[src/rtl/core/aging_neighbor_table_unit_defines.svh]
// assertion macros used by the table unit
// the using scope provides clk and rst_n
`ifndef AGING_NEIGHBOR_TABLE_UNIT_DEFINES_SVH
`define AGING_NEIGHBOR_TABLE_UNIT_DEFINES_SVH

// same-cycle implication, checked out of reset
`define ANB_ASSERT_NOW(lbl, ante, cons, msg) \
  lbl: assert property (@(posedge clk) disable iff (!rst_n) (ante) |-> (cons)) \
    else $error(msg);

// next-cycle implication, checked out of reset
`define ANB_ASSERT_NEXT(lbl, ante, cons, msg) \
  lbl: assert property (@(posedge clk) disable iff (!rst_n) (ante) |=> (cons)) \
    else $error(msg);

`endif

[src/rtl/core/anb_pkg.sv]
package anb_pkg;

  localparam int TABLE_DEPTH_DEF = 16;
  localparam int ADDR_BITS_DEF   = 16;

  // fixed field widths
  localparam int REQ_W     = 2;
  localparam int NADDR_W   = 16;
  localparam int RAND_W    = 16;
  localparam int STATUS_W  = 3;
  localparam int HOP_W     = 16;
  localparam int HIDX_W    = 4;
  localparam int COUNT_W   = 5;
  localparam int CNT_W     = 16;

  localparam logic [CNT_W-1:0] TIMEOUT_RESET = 16'd60;

  typedef enum logic [REQ_W-1:0] {
    REQ_ANNOUNCE = 2'd0,
    REQ_FORWARD  = 2'd1,
    REQ_TICK     = 2'd2,
    REQ_CLEAR    = 2'd3
  } req_t;

  typedef enum logic [STATUS_W-1:0] {
    ST_REFRESHED = 3'd0,
    ST_ADDED     = 3'd1,
    ST_FULL      = 3'd2,
    ST_FOUND     = 3'd3,
    ST_NONE      = 3'd4,
    ST_DONE      = 3'd5
  } status_t;

  typedef enum logic [2:0] {
    CELL_HOLD    = 3'd0,
    CELL_ROT     = 3'd1,
    CELL_DROP    = 3'd2,
    CELL_REFRESH = 3'd3,
    CELL_APPEND  = 3'd4
  } cell_mode_t;

  typedef struct packed {
    cell_mode_t       mode;
    logic [CNT_W-1:0] timeout;
  } cell_ctl_t;

  typedef enum logic [2:0] {
    S_IDLE = 3'd0,
    S_ANN  = 3'd1,
    S_MOD  = 3'd2,
    S_TICK = 3'd3,
    S_ROT  = 3'd4
  } fsm_state_t;

endpackage

[src/rtl/core/anb_cell.sv]
module anb_cell import anb_pkg::*; #(
  parameter int AW  = ADDR_BITS_DEF,
  parameter int CW  = $clog2(TABLE_DEPTH_DEF + 1),
  parameter int IDX = 0
) (
  input  logic             clk,
  input  cell_ctl_t        ctl,
  input  logic [CW-1:0]    limit,
  input  logic [AW-1:0]    key,
  input  logic [AW-1:0]    nb_addr,
  input  logic [CNT_W-1:0] nb_cnt,
  output logic [AW-1:0]    addr_o,
  output logic [CNT_W-1:0] cnt_o,
  output logic             match
);

  localparam logic [CW-1:0] IDX_C = CW'(IDX);

  logic [AW-1:0]    addr_r, addr_nxt;
  logic [CNT_W-1:0] cnt_r, cnt_nxt;
  logic             below;

  // limit is the fill level, or the shift threshold while dropping
  assign below  = IDX_C < limit;
  assign match  = below && (addr_r == key);
  assign addr_o = addr_r;
  assign cnt_o  = cnt_r;

  always_comb begin
    addr_nxt = addr_r;
    cnt_nxt  = cnt_r;
    case (ctl.mode)
      CELL_HOLD: begin
      end
      CELL_ROT: begin
        addr_nxt = nb_addr;
        cnt_nxt  = nb_cnt;
      end
      CELL_DROP: begin
        if (below) begin
          addr_nxt = nb_addr;
          cnt_nxt  = nb_cnt;
        end
      end
      CELL_REFRESH: begin
        if (match) begin
          cnt_nxt = ctl.timeout;
        end
      end
      CELL_APPEND: begin
        if (IDX_C == limit) begin
          addr_nxt = key;
          cnt_nxt  = ctl.timeout;
        end
      end
      default: begin
      end
    endcase
  end

  always_ff @(posedge clk) begin
    addr_r <= addr_nxt;
    cnt_r  <= cnt_nxt;
  end

endmodule

[src/rtl/core/anb_mod.sv]
module anb_mod import anb_pkg::*; #(
  parameter int CW = $clog2(TABLE_DEPTH_DEF + 1)
) (
  input  logic              clk,
  input  logic              rst_n,
  input  logic              go,
  input  logic [RAND_W-1:0] dividend,
  input  logic [CW-1:0]     divisor,
  output logic              done,
  output logic [CW-1:0]     rem
);

  localparam int BIT_W = $clog2(RAND_W);

  logic [RAND_W-1:0] dvd_r, dvd_nxt;
  logic [CW-1:0]     rem_r, rem_nxt;
  logic [BIT_W-1:0]  bit_r, bit_nxt;
  logic              run_r, run_nxt;
  logic              done_r, done_nxt;
  logic [CW:0]       trial;

  // restoring remainder, one dividend bit per cycle, msb first
  assign trial = {rem_r, dvd_r[RAND_W-1]};

  always_comb begin
    dvd_nxt  = dvd_r;
    rem_nxt  = rem_r;
    bit_nxt  = bit_r;
    run_nxt  = run_r;
    done_nxt = 1'b0;
    if (go) begin
      dvd_nxt = dividend;
      rem_nxt = '0;
      bit_nxt = BIT_W'(RAND_W - 1);
      run_nxt = 1'b1;
    end else if (run_r) begin
      dvd_nxt = dvd_r << 1;
      if (trial >= {1'b0, divisor}) begin
        rem_nxt = CW'(trial - {1'b0, divisor});
      end else begin
        rem_nxt = trial[CW-1:0];
      end
      bit_nxt = bit_r - BIT_W'(1);
      if (bit_r == '0) begin
        run_nxt  = 1'b0;
        done_nxt = 1'b1;
      end
    end
  end

  always_ff @(posedge clk) begin
    if (!rst_n) begin
      run_r  <= 1'b0;
      done_r <= 1'b0;
      bit_r  <= '0;
    end else begin
      run_r  <= run_nxt;
      done_r <= done_nxt;
      bit_r  <= bit_nxt;
    end
  end

  always_ff @(posedge clk) begin
    dvd_r <= dvd_nxt;
    rem_r <= rem_nxt;
  end

  assign done = done_r;
  assign rem  = rem_r;

endmodule

[src/rtl/core/aging_neighbor_table_unit.sv]
// channel   direction  handshake                  word
// in        in         start high, busy low       req_type, neighbor_addr, rand_value
// out       out        out_valid, one cycle       status, next_hop, hop_index, counts
// cfg       in         cfg_valid and cfg_ready    timeout_ticks
//
// one item at a time; busy stays high until its result is registered
// announce: busy in S_ANN only; clear, forward or tick on an empty table: never busy
// forward: busy while the bit-serial remainder unit runs (one bit per cycle)
// tick: pops each occupied entry, then rotates the chain back, one step per cycle
// reset is synchronous active low and empties the table
// the result strobe cannot be held off; out_ ports keep the result until the next one
`include "aging_neighbor_table_unit_defines.svh"

module aging_neighbor_table_unit import anb_pkg::*; #(
  parameter int TABLE_DEPTH = TABLE_DEPTH_DEF,
  parameter int ADDR_BITS   = ADDR_BITS_DEF
) (
  input  logic                clk,
  input  logic                rst_n,
  // item channel
  input  logic                start,
  output logic                busy,
  input  logic [REQ_W-1:0]    in_req_type,
  input  logic [NADDR_W-1:0]  in_neighbor_addr,
  input  logic [RAND_W-1:0]   in_rand_value,
  // result channel
  output logic                out_valid,
  output logic [STATUS_W-1:0] out_status,
  output logic [HOP_W-1:0]    out_next_hop,
  output logic [HIDX_W-1:0]   out_hop_index,
  output logic [COUNT_W-1:0]  out_entry_count,
  output logic [COUNT_W-1:0]  out_expired_count,
  // configuration channel
  input  logic                cfg_valid,
  output logic                cfg_ready,
  input  logic [CNT_W-1:0]    cfg_timeout_ticks
);

  localparam int AW   = ADDR_BITS;
  localparam int CW   = $clog2(TABLE_DEPTH + 1);
  localparam int IDXW = $clog2(TABLE_DEPTH);
  localparam logic [CW-1:0] DEPTH_C = CW'(TABLE_DEPTH);

  fsm_state_t state_r, state_nxt;

  logic [CW-1:0]    occ_r, occ_nxt;
  logic [CW-1:0]    kc_r, kc_nxt;       // entries kept so far in a tick
  logic [CW-1:0]    step_r, step_nxt;   // pops done, then rotation steps left
  logic [CNT_W-1:0] timeout_r;
  logic [AW-1:0]    key_r;

  logic             accept;
  req_t             req_in;

  // cell chain
  cell_ctl_t        ctl;
  logic [CW-1:0]    limit;
  logic [AW-1:0]    cell_addr [TABLE_DEPTH];
  logic [CNT_W-1:0] cell_cnt  [TABLE_DEPTH];
  logic [AW-1:0]    nb_addr   [TABLE_DEPTH];
  logic [CNT_W-1:0] nb_cnt    [TABLE_DEPTH];
  logic [TABLE_DEPTH-1:0] match_vec;
  logic             any_hit;
  logic [AW-1:0]    fb_addr;
  logic [CNT_W-1:0] fb_cnt;

  // tick bookkeeping on the head cell
  logic [CNT_W-1:0] head_cnt, dec_cnt;
  logic             keep;
  logic [CW-1:0]    kc_inc, rot_len;
  logic             tick_last;

  // remainder unit
  logic             mod_go, mod_done;
  logic [CW-1:0]    mod_rem;
  logic [IDXW-1:0]  pos;

  // result
  logic             emit;
  status_t          res_status;
  logic [HOP_W-1:0] res_hop;
  logic [HIDX_W-1:0] res_idx;
  logic [CW-1:0]    res_count, res_expired;

  logic                out_valid_r;
  logic [STATUS_W-1:0] out_status_r;
  logic [HOP_W-1:0]    out_next_hop_r;
  logic [HIDX_W-1:0]   out_hop_index_r;
  logic [COUNT_W-1:0]  out_entry_count_r;
  logic [COUNT_W-1:0]  out_expired_count_r;

  assign busy      = state_r != S_IDLE;
  assign accept    = start && !busy;
  assign req_in    = req_t'(in_req_type);
  assign cfg_ready = 1'b1;

  // head of the chain: saturating decrement, entry dies when it hits zero
  assign head_cnt  = cell_cnt[0];
  assign dec_cnt   = (head_cnt == '0) ? '0 : head_cnt - CNT_W'(1);
  assign keep      = dec_cnt != '0;
  assign kc_inc    = kc_r + CW'(keep);
  assign rot_len   = DEPTH_C - kc_inc;
  assign tick_last = step_r == (occ_r - CW'(1));

  // survivors re-enter at the tail; the rotation pass leaves counts alone
  assign fb_addr = cell_addr[0];
  assign fb_cnt  = (state_r == S_TICK) ? dec_cnt : cell_cnt[0];

  assign any_hit = |match_vec;
  assign pos     = mod_rem[IDXW-1:0];

  genvar k;
  generate
    for (k = 0; k < TABLE_DEPTH; k++) begin : g_cell
      if (k == TABLE_DEPTH - 1) begin : g_tail
        assign nb_addr[k] = fb_addr;
        assign nb_cnt[k]  = fb_cnt;
      end else begin : g_mid
        assign nb_addr[k] = cell_addr[k+1];
        assign nb_cnt[k]  = cell_cnt[k+1];
      end

      anb_cell #(
        .AW  (AW),
        .CW  (CW),
        .IDX (k)
      ) u_cell (
        .clk     (clk),
        .ctl     (ctl),
        .limit   (limit),
        .key     (key_r),
        .nb_addr (nb_addr[k]),
        .nb_cnt  (nb_cnt[k]),
        .addr_o  (cell_addr[k]),
        .cnt_o   (cell_cnt[k]),
        .match   (match_vec[k])
      );
    end
  endgenerate

  anb_mod #(
    .CW (CW)
  ) u_mod (
    .clk      (clk),
    .rst_n    (rst_n),
    .go       (mod_go),
    .dividend (in_rand_value),
    .divisor  (occ_r),
    .done     (mod_done),
    .rem      (mod_rem)
  );

  // next state
  always_comb begin
    state_nxt = state_r;
    case (state_r)
      S_IDLE: begin
        if (accept) begin
          case (req_in)
            REQ_ANNOUNCE: state_nxt = S_ANN;
            REQ_FORWARD:  state_nxt = (occ_r == '0) ? S_IDLE : S_MOD;
            REQ_TICK:     state_nxt = (occ_r == '0) ? S_IDLE : S_TICK;
            REQ_CLEAR:    state_nxt = S_IDLE;
            default:      state_nxt = S_IDLE;
          endcase
        end
      end
      S_ANN: state_nxt = S_IDLE;
      S_MOD: begin
        if (mod_done) begin
          state_nxt = S_IDLE;
        end
      end
      S_TICK: begin
        if (tick_last) begin
          state_nxt = (rot_len == '0) ? S_IDLE : S_ROT;
        end
      end
      S_ROT: begin
        if (step_r == CW'(1)) begin
          state_nxt = S_IDLE;
        end
      end
      default: state_nxt = S_IDLE;
    endcase
  end

  // outputs: chain control, counters and the result word
  always_comb begin
    ctl.mode    = CELL_HOLD;
    ctl.timeout = timeout_r;
    limit       = occ_r;
    mod_go      = 1'b0;
    occ_nxt     = occ_r;
    kc_nxt      = kc_r;
    step_nxt    = step_r;
    emit        = 1'b0;
    res_status  = ST_DONE;
    res_hop     = '0;
    res_idx     = '0;
    res_count   = occ_r;
    res_expired = '0;
    case (state_r)
      S_IDLE: begin
        if (accept) begin
          case (req_in)
            REQ_ANNOUNCE: begin
            end
            REQ_FORWARD: begin
              if (occ_r == '0) begin
                emit       = 1'b1;
                res_status = ST_NONE;
              end else begin
                mod_go = 1'b1;
              end
            end
            REQ_TICK: begin
              step_nxt = '0;
              kc_nxt   = '0;
              if (occ_r == '0) begin
                emit = 1'b1;
              end
            end
            REQ_CLEAR: begin
              emit        = 1'b1;
              res_expired = occ_r;
              res_count   = '0;
              occ_nxt     = '0;
            end
            default: begin
            end
          endcase
        end
      end
      S_ANN: begin
        emit = 1'b1;
        if (any_hit) begin
          ctl.mode   = CELL_REFRESH;
          res_status = ST_REFRESHED;
        end else if (occ_r < DEPTH_C) begin
          // append lands in the cell whose index equals the fill level
          ctl.mode   = CELL_APPEND;
          occ_nxt    = occ_r + CW'(1);
          res_count  = occ_r + CW'(1);
          res_status = ST_ADDED;
        end else begin
          res_status = ST_FULL;
        end
      end
      S_MOD: begin
        if (mod_done) begin
          emit       = 1'b1;
          res_status = ST_FOUND;
          res_hop    = HOP_W'(cell_addr[pos]);
          res_idx    = HIDX_W'(pos);
        end
      end
      S_TICK: begin
        // keep: whole chain shifts, survivor enters at the tail
        // drop: only the cells below the kept group shift
        if (keep) begin
          ctl.mode = CELL_ROT;
        end else begin
          ctl.mode = CELL_DROP;
          limit    = DEPTH_C - kc_r;
        end
        kc_nxt   = kc_inc;
        step_nxt = step_r + CW'(1);
        if (tick_last) begin
          step_nxt = rot_len;
          if (rot_len == '0) begin
            emit        = 1'b1;
            occ_nxt     = kc_inc;
            res_count   = kc_inc;
            res_expired = occ_r - kc_inc;
          end
        end
      end
      S_ROT: begin
        // bring the kept group from the top of the chain back to cell 0
        ctl.mode = CELL_ROT;
        step_nxt = step_r - CW'(1);
        if (step_r == CW'(1)) begin
          emit        = 1'b1;
          occ_nxt     = kc_r;
          res_count   = kc_r;
          res_expired = occ_r - kc_r;
        end
      end
      default: begin
      end
    endcase
  end

  always_ff @(posedge clk) begin
    if (!rst_n) begin
      state_r     <= S_IDLE;
      occ_r       <= '0;
      kc_r        <= '0;
      step_r      <= '0;
      timeout_r   <= TIMEOUT_RESET;
      out_valid_r <= 1'b0;
    end else begin
      state_r     <= state_nxt;
      occ_r       <= occ_nxt;
      kc_r        <= kc_nxt;
      step_r      <= step_nxt;
      out_valid_r <= emit;
      if (cfg_valid && cfg_ready) begin
        timeout_r <= cfg_timeout_ticks;
      end
    end
  end

  always_ff @(posedge clk) begin
    if (accept) begin
      key_r <= AW'(in_neighbor_addr);
    end
    if (emit) begin
      out_status_r        <= res_status;
      out_next_hop_r      <= res_hop;
      out_hop_index_r     <= res_idx;
      out_entry_count_r   <= COUNT_W'(res_count);
      out_expired_count_r <= COUNT_W'(res_expired);
    end
  end

  assign out_valid         = out_valid_r;
  assign out_status        = out_status_r;
  assign out_next_hop      = out_next_hop_r;
  assign out_hop_index     = out_hop_index_r;
  assign out_entry_count   = out_entry_count_r;
  assign out_expired_count = out_expired_count_r;

  // fill level never passes the chain length
  `ANB_ASSERT_NOW(a_occ_bound, 1'b1, occ_r <= DEPTH_C, "fill level above table depth")
  // a tick cannot keep more entries than it has popped
  `ANB_ASSERT_NOW(a_kept_bound, state_r == S_TICK, kc_r <= step_r, "kept count above pops")
  // remainder unit only finishes while a forward waits on it
  `ANB_ASSERT_NOW(a_mod_owner, mod_done, state_r == S_MOD, "remainder done outside forward")
  // a clear answers in the next cycle with an empty table
  `ANB_ASSERT_NEXT(a_clear_resp, accept && (req_in == REQ_CLEAR),
    out_valid && (out_entry_count == '0), "clear did not empty the table")

endmodule

[config.mk]
export PLATFORM = sky130hd
export DESIGN_NAME = aging_neighbor_table_unit
export DESIGN_NICKNAME = d
export VERILOG_FILES = /design/src/rtl/core/anb_pkg.sv /design/src/rtl/core/anb_cell.sv /design/src/rtl/core/anb_mod.sv /design/src/rtl/core/aging_neighbor_table_unit.sv
export VERILOG_INCLUDE_DIRS = /design/src /design/src/rtl/core
export SDC_FILE = /design/constraint.sdc
export NUM_CORES = 1
export LEC_CHECK = 0
export BUFFER_PORTS_ARGS = -buffer_cell sky130_fd_sc_hd__buf_2
export CAP_MARGIN = 25
export CORE_MARGIN = 2
export CORE_UTILIZATION = 61
export CTS_BUF_LIST = sky130_fd_sc_hd__clkbuf_4
export CTS_CLUSTER_SIZE = 30
export DETAILED_ROUTE_END_ITERATION = 10
export PLACE_DENSITY = 0.79
export SLEW_MARGIN = 20
export SYNTH_ARGS = -nofsm -noshare
export SYNTH_HDL_FRONTEND = slang
export SYNTH_HIERARCHICAL = 1
export SYNTH_SLANG_ARGS = --single-unit
[constraint.sdc]
create_clock -name clk -period 25.3 [get_ports clk]
set_input_delay 6.325 -clock clk [delete_from_list [all_inputs] [get_ports clk]]
set_output_delay 6.325 -clock clk [all_outputs]
set_load 0.02 [all_outputs]
# Yosys cells after proc, flatten, opt, wreduce, memory -nomap -nowiden
# Cells that the tools add are included.
[op_classes]
n_bitwise = 3
order_cmp = 19
n_eq_ne = 97
n_addsub = 12
mux = 179
n_reduce_logical = 71
[op_table]
columns = ["op", "n"]
rows = [
  ["two-way mux 16 bit", 86],
  ["case mux 16 bit (4 select lines)", 16],
  ["case mux 16 bit (3 select lines)", 16],
  ["equality test 16 bit", 16],
  ["!= test 2 x 1 -> 1 bit (second input constant)", 49],
  ["two-way mux 5 bit", 18],
  ["AND reduction 4 bit", 17],
  ["binary-select mux 16 bit (select 4 bit)", 1],
  ["AND reduction 3 bit", 18],
  ["equality test 4 x 5 -> 1 bit (first input constant)", 8],
  ["< comparator 4 x 5 -> 1 bit (first input constant)", 8],
  ["case mux 5 bit (3 select lines)", 2],
  ["two-way mux 3 bit", 8],
  ["case mux 3 bit (4 select lines)", 2],
  ["equality test 3 x 5 -> 1 bit (first input constant)", 4],
  ["< comparator 3 x 5 -> 1 bit (first input constant)", 4],
  ["case mux 5 bit (4 select lines)", 1],
  ["case mux 3 bit (3 select lines)", 2],
  ["logical AND 1 bit", 17],
  ["two-way mux 1 bit", 17],
  ["logical NOT 16 bit", 1],
  ["nonzero test 16 bit", 1],
  ["OR reduction 16 bit", 1],
  ["subtractor 16 x 1 -> 16 bit (second input constant)", 1],
  ["other kinds (39)", 67],
]
[word_totals]
reg_bits = 623
inputBits = 54
elab_cells = 430

# Longest topological paths before layout
[depth]
depth_word = 13
ltp_mapped = 25
mapped_depth_nobuf = 22

# Modules after synthesis
# Netlist, hierarchy kept.
[by_module_without_submodules]
columns = ["mod", "seq_area_each_um2", "area_each_um2", "cells_each", "instances"]
rows = [
  ["aging_neighbor_table_unit", 2172.1, 7195.7, 678, 1],
  ["anb_cell at g_cell[3].u_cell", 960.9, 1721.7, 112, 1],
  ["anb_cell at g_cell[8].u_cell", 960.9, 1715.4, 108, 1],
  ["anb_cell at g_cell[0].u_cell", 960.9, 1707.9, 104, 1],
  ["anb_cell at g_cell[4].u_cell", 960.9, 1707.9, 110, 1],
  ["anb_cell at g_cell[14].u_cell", 960.9, 1692.9, 107, 1],
  ["anb_cell at g_cell[12].u_cell", 960.9, 1686.6, 104, 1],
  ["anb_cell at g_cell[11].u_cell", 960.9, 1672.9, 102, 1],
  ["anb_cell at g_cell[10].u_cell", 960.9, 1670.4, 101, 1],
  ["anb_cell at g_cell[2].u_cell", 960.9, 1669.1, 103, 1],
  ["anb_cell at g_cell[13].u_cell", 960.9, 1657.8, 103, 1],
  ["anb_cell at g_cell[6].u_cell", 960.9, 1655.3, 102, 1],
  ["anb_cell at g_cell[5].u_cell", 960.9, 1622.8, 101, 1],
  ["anb_cell at g_cell[9].u_cell", 960.9, 1621.6, 103, 1],
  ["+4 rows", "-", "-", "-", "-"],
]

# Worst setup path after synthesis
# Ideal clock, no wire load.
[synth_path]
kind = "reg-to-reg"
startpoint = "register g_cell[0].u_cell.cnt_r[6]"
endpoint = "register g_cell[9].u_cell.cnt_r[0] (enable)"
setup_time_ns = 0.436
setup_slack_ns = 15.501
stages_incl_launch_ff = 19
synth_period_minus_slack_ns = 9.799
arrival_ns = 9.364
cell_sequence = "edfxtp_1 > or4_4 > or4_4 > a2111oi_2 > nand4_1 > a211oi_2 > and2_4 > buf_8 > mux2i_1 > a211o_1 > nand2_1 > or4_4 > inv_1 > nor4_1 > nand4_1 > a21oi_1 > o21ai_0 > inv_1 > o41ai_1"
[synth_lines]
columns = ["element", "line_no", "source"]
rows = [
  ["from (decl)", "anb_cell.sv:20", "logic [CNT_W-1:0] cnt_r, cnt_nxt;"],
  ["from (signal assigned)", "anb_cell.sv:63", "cnt_r <= cnt_nxt;"],
  ["to (signal assigned)", "anb_cell.sv:63", ""],
  ["to (decl)", "anb_cell.sv:20", ""],
]

==> flow_summary.html <==
<table>
<tr><th>Metric</th><th>Value</th></tr>
<tr><th colspan="2">Status</th></tr>
<tr><td>Result of the run</td><td>finished, final reports clean</td></tr>
<tr><th colspan="2">Clock network</th></tr>
<tr><td>Post-CTS Hold Fix Bufs</td><td>0</td></tr>
<tr><td>Clock sinks</td><td>623</td></tr>
<tr><td>Buffer depth of the longest clock path</td><td>3</td></tr>
<tr><td>Setup Fix Bufs, Post-CTS</td><td>0</td></tr>
<tr><td>Clock tree root driver cell</td><td>clkbuf_4</td></tr>
<tr><td>TritonCTS buffer count</td><td>162</td></tr>
<tr><td>Clock network latency to the later pin of the worst-skew pair</td><td>1.06 ns</td></tr>
<tr><td>Clock tree from TritonCTS</td><td>done</td></tr>
<tr><td>Clock Pin Slew Worst Setup and Hold Paths</td><td>0.06 ns</td></tr>
<tr><td>Maximum level of the CTS H-tree</td><td>4</td></tr>
<tr><td>Cells resized by post-CTS repair</td><td>0</td></tr>
<tr><th colspan="2">Floorplanning</th></tr>
<tr><td>Total number of placement rows</td><td>87</td></tr>
<tr><td>Die outline height</td><td>244 um</td></tr>
<tr><td>Initial core utilization</td><td>61.95%</td></tr>
<tr><td>I/O pins</td><td>90</td></tr>
<tr><td>Die Span X</td><td>244 um</td></tr>
<tr><td>Total die area</td><td>0.05954 mm2</td></tr>
<tr><td>Core area</td><td>0.05671 mm2</td></tr>
<tr><th colspan="2">Routing</th></tr>
<tr><td>Vias per cell</td><td>6.601</td></tr>
<tr><td>Antenna-violating nets left</td><td>0</td></tr>
<tr><td>Mean routed wirelength per cell</td><td>27.99 um</td></tr>
<tr><td>Drt total wl</td><td>98.51 mm</td></tr>
<tr><td>Drt drc</td><td>0</td></tr>
<tr><td>Number of design-rule violations left by the first detailed-router iteration</td><td>2856</td></tr>
<tr><td>Drt pass-1 iters</td><td>9</td></tr>
<tr><td>Total number of vias</td><td>23230</td></tr>
<tr><th colspan="2">Setup path</th></tr>
<tr><td>Source of the worst register-to-register timing path</td><td>g_cell[0].u_cell/cnt_o[3]</td></tr>
<tr><td>Crit-path leading delay family</td><td>simple AND/OR/NAND/NOR gates</td></tr>
<tr><td>Reg2reg setup slack</td><td>16.41 ns</td></tr>
<tr><td>Worst Reg-to-Reg Cells</td><td>20</td></tr>
<tr><td>Critical path class</td><td>reg2reg</td></tr>
<tr><td>Slowest stage cell on the critical path</td><td>nand2b_1</td></tr>
<tr><td>Buffers plus inverters on the worst setup path</td><td>2</td></tr>
<tr><td>Type of element launching the critical path</td><td>flip-flop</td></tr>
<tr><td>Required time worst endpoint</td><td>26.04 ns</td></tr>
<tr><td>Largest driver fanout on the critical path</td><td>58</td></tr>
<tr><td>List of cells traversed by the critical path</td><td>or4_4 &gt; or4_4 &gt; a2111oi_2 &gt; nand4_1 &gt; a211oi_2 &gt; and2_4 &gt; mux2_4 &gt; a2111oi_0 &gt; nor3_1 &gt; nand3_1 &gt; nor2_1 &gt; nor4_1 &gt; nand4_1 &gt; nand2b_1 &gt; nor2_4 &gt; buf_4 &gt; inv_1 &gt; nor3_4 &gt; nand2b_1 &gt; mux2_1</td></tr>
<tr><td>Setup crit end kind</td><td>flip-flop</td></tr>
<tr><td>Data arrival at the endpoint of the critical path</td><td>9.62 ns</td></tr>
<tr><td>CP peak stage delay</td><td>0.81 ns</td></tr>
<tr><td>Reg-to-reg critical path endpoint</td><td>g_cell[1].u_cell/cnt_o[8]</td></tr>
<tr><th colspan="2">Synth</th></tr>
<tr><td>Post-synthesis async set-or-reset flop share</td><td>0%</td></tr>
<tr><td>#FFs+latches synth</td><td>623</td></tr>
<tr><td>Count of unique library cells instantiated by Yosys</td><td>104</td></tr>
<tr><td>Instance count of the mapped netlist</td><td>2446</td></tr>
<tr><td>Prevailing post-synth register cell</td><td>edfxtp_1</td></tr>
<tr><td>Synth warnings</td><td>6</td></tr>
<tr><td>Net count after synthesis</td><td>2529</td></tr>
<tr><td>Share of Yosys cell area claimed by the top area cell type</td><td>49.31%</td></tr>
<tr><td>Number of enable-type register cells in the synthesized netlist</td><td>577</td></tr>
<tr><td>Mean cell area of the mapped netlist</td><td>14.36 um2</td></tr>
<tr><td>Cell area after synthesis</td><td>0.03514 mm2</td></tr>
<tr><td>Yosys top cell by area</td><td>edfxtp_1</td></tr>
<tr><td>Ranking of synthesized cells by area</td><td>edfxtp_1, mux2_2, xor2_1</td></tr>
<tr><td>Portion of the post-synthesis area used by sequential elements</td><td>51.93%</td></tr>
<tr><th colspan="2">Timing</th></tr>
<tr><td>Final period demand of the worst path</td><td>8.886 ns</td></tr>
<tr><td>Worst setup slack after layout</td><td>16.41 ns</td></tr>
<tr><td>RSZ-0062 raised after global routing</td><td>false</td></tr>
<tr><td>Actual slew at the worst max-slew pin</td><td>1.161 ns</td></tr>
<tr><td>Number of endpoints with negative hold slack in the final report</td><td>0</td></tr>
<tr><td>TNS Setup</td><td>0 ns</td></tr>
<tr><td>Clock skew after layout</td><td>0.06409 ns</td></tr>
<tr><td>Period utilisation layout</td><td>35.12%</td></tr>
<tr><td>Final Setup Violations</td><td>0</td></tr>
<tr><td>Highest attainable clock frequency</td><td>112.5 MHz</td></tr>
<tr><td>Worst slew margin relative to its limit</td><td>21.52%</td></tr>
<tr><td>Final slew viol count</td><td>0</td></tr>
<tr><th colspan="2">GRT</th></tr>
<tr><td>Total track usage</td><td>33.33%</td></tr>
<tr><td>Global-route wire length before repair</td><td>147.8 mm</td></tr>
<tr><td>Number of antenna violations at the first check in global routing</td><td>2</td></tr>
<tr><td>Pin count of the biggest net entering global routing</td><td>60</td></tr>
<tr><td>Vias in the first global route</td><td>23260</td></tr>
<tr><td>Overflow left after global routing</td><td>0</td></tr>
<tr><th colspan="2">Finish</th></tr>
<tr><td>Leading cell type in the layout, fill and taps excluded</td><td>edfxtp_1</td></tr>
<tr><td>Commonest cells after routing, fill and taps aside</td><td>edfxtp_1, mux2_2, clkbuf_4</td></tr>
<tr><td>Fill cell instance count of the final layout</td><td>4017</td></tr>
<tr><td>Cell Count, Final, Fillers Out</td><td>3519</td></tr>
<tr><td>Final nets</td><td>2729</td></tr>
<tr><td>Storage element area</td><td>0.01825 mm2</td></tr>
<tr><td>Synth-to-layout area growth</td><td>9.266%</td></tr>
<tr><td>Share of final-layout standard cells stronger than drive strength 1</td><td>38.27%</td></tr>
<tr><td>Area of the multi-input gates</td><td>0.01597 mm2</td></tr>
<tr><th colspan="2">Run</th></tr>
<tr><td>Maxcap violations</td><td>0</td></tr>
<tr><th colspan="2">Min path</th></tr>
<tr><td>Cell count of the worst hold path</td><td>2</td></tr>
<tr><td>Sink of the worst hold path</td><td>u_mod/rem[4]</td></tr>
<tr><td>Worst min-delay path class</td><td>reg2reg</td></tr>
<tr><td>Startpoint of the tightest hold check path</td><td>u_mod/rem[4]</td></tr>
<tr><th colspan="2">Placement</th></tr>
<tr><td>DP HPWL</td><td>66.71 mm</td></tr>
<tr><td>Final RePlAce weighted congestion</td><td>0.9772</td></tr>
<tr><td>Number of I/O port buffers</td><td>88</td></tr>
<tr><td>Placed Cells incl. Taps</td><td>3236</td></tr>
<tr><td>Pre-CTS setup slack</td><td>16.01 ns</td></tr>
<tr><th colspan="2">Power and ir drop</th></tr>
<tr><td>Worst VDD drop</td><td>0.04886 mV</td></tr>
<tr><td>Leakage power figure</td><td>13.37 nW</td></tr>
<tr><td>Total power density per cell area</td><td>66.20 mW/mm2</td></tr>
</table>
==> per-layer routing <==
metal  vias to the layer above  wire length, um  global-route usage [%]
met5                         -                0                       0
met4                         0             5551                   18.35
li1                       9929                -                       -
met1                     11520            37320                   44.10
met2                      1499            44750                   50.69
met3                       284            10890                   8.363
==> through the flow <==
step / hold slack [ns] / total power, W / utilization [%] / area [um2]
2_1_floorplan: 0.4285 / 0.001509 / - / 35140
3_3_place_gp: 0.4680 / 0.001643 / 63.89 / 36230
3_5_place_dp: 0.4544 / 0.001649 / 63.92 / 36250
4_1_cts: 0.4831 / 0.002549 / 67.60 / 38340
5_1_grt: 0.4998 / 0.002624 / 67.69 / 38390
6_report: 0.4916 / 0.002542 / 67.69 / 38390
==> power by group <==
part,internal (W),switching [W],total [W],leakage [nW]
clock,0.000475,0.000424,0.000899,1.22
sequential,0.00115,0.0000351,0.00118,5.60
combinational,0.000199,0.000258,0.000458,6.55
total,0.00182,0.000718,0.00254,13.4
==> cells by family (layout without fill, tap and decap cells) <==
family                   count (synthesis)  in the layout  share of synthesized area [%]
flip-flops                             623            623                          51.93
AO/OA/AOI/OAI                          214            214                          4.416
adder cells (fa/ha/maj)                 30             30                          1.104
XOR/XNOR                               296            296                          7.378
other                                    1              7                        0.01067
multiplexers                           637            637                          24.19
buffers and inverters                  170            481                          2.924
AND/OR/NAND/NOR                        475            475                          8.041
==> final cells by class <==
type	count	share of cell area [%]
diodes	6	0.03911
clock buffers	234	4.576
clock inverters	41	0.8636
inverters	60	0.5866
multi-input cells	1653	41.61
flip-flops and latches	623	47.54
well taps	756	2.464
repair buffers	146	2.320
==> flip-flops by register name, indices dropped and copies added (netlist names), 3 cells and up <==
register,flops
out_next_hop,16
key_r,16
out_hop_index,4
step_r,5
g_cell.u_cell/addr_o,256
state_r,3
out_entry_count,5
out_status,3
u_mod/rem,5
u_mod/bit_r,4
g_cell.u_cell/cnt_o,256
out_expired_count,5
timeout_r,16
occ_r,5
u_mod/dvd_r,16
kc_r,5
==> worst register-to-register path: stages (launching register included) <==
cell	delay (ns)
edfxtp_1	0.55
or4_4	0.59
or4_4	0.50
a2111oi_2	0.36
nand4_1	0.14
a211oi_2	0.55
and2_4	0.33
mux2_4	0.44
a2111oi_0	0.58
nor3_1	0.13
nand3_1	0.16
nor2_1	0.05
nor4_1	0.47
nand4_1	0.49
nand2b_1	0.41
nor2_4	0.11
buf_4	0.47
inv_1	0.28
nor3_4	0.76
nand2b_1	0.81
mux2_1	0.42
==> synth_stat cells (all sizes together) (30+ instances only) <==
| cell type | count |
|---|---|
| nand2 | 64 |
| o21ai | 43 |
| dfxtp | 46 |
| xnor2 | 65 |
| mux2 | 532 |
| buf | 64 |
| xor2 | 231 |
| mux4 | 80 |
| edfxtp | 577 |
| inv | 60 |
| a21oi | 36 |
| nor3 | 40 |
| nor2 | 88 |
| clkbuf | 46 |
| nand3 | 30 |
| and2 | 33 |
| nor4 | 67 |
==> worst max-delay path by stage <==
stage                                    from                           to  cells after the start
floorplan           g_cell[0].u_cell/cnt_o[6]    g_cell[9].u_cell/cnt_o[0]                     18
CTS                 g_cell[0].u_cell/cnt_o[3]  g_cell[1].u_cell/addr_o[15]                     21
global placement                        start               u_mod/dvd_r[4]                      5
finish              g_cell[0].u_cell/cnt_o[3]    g_cell[1].u_cell/cnt_o[8]                     20
detailed placement                      start               u_mod/dvd_r[4]                      5
global route        g_cell[0].u_cell/cnt_o[3]    g_cell[1].u_cell/cnt_o[0]                     20
Power figures use the tool's default switching activity.
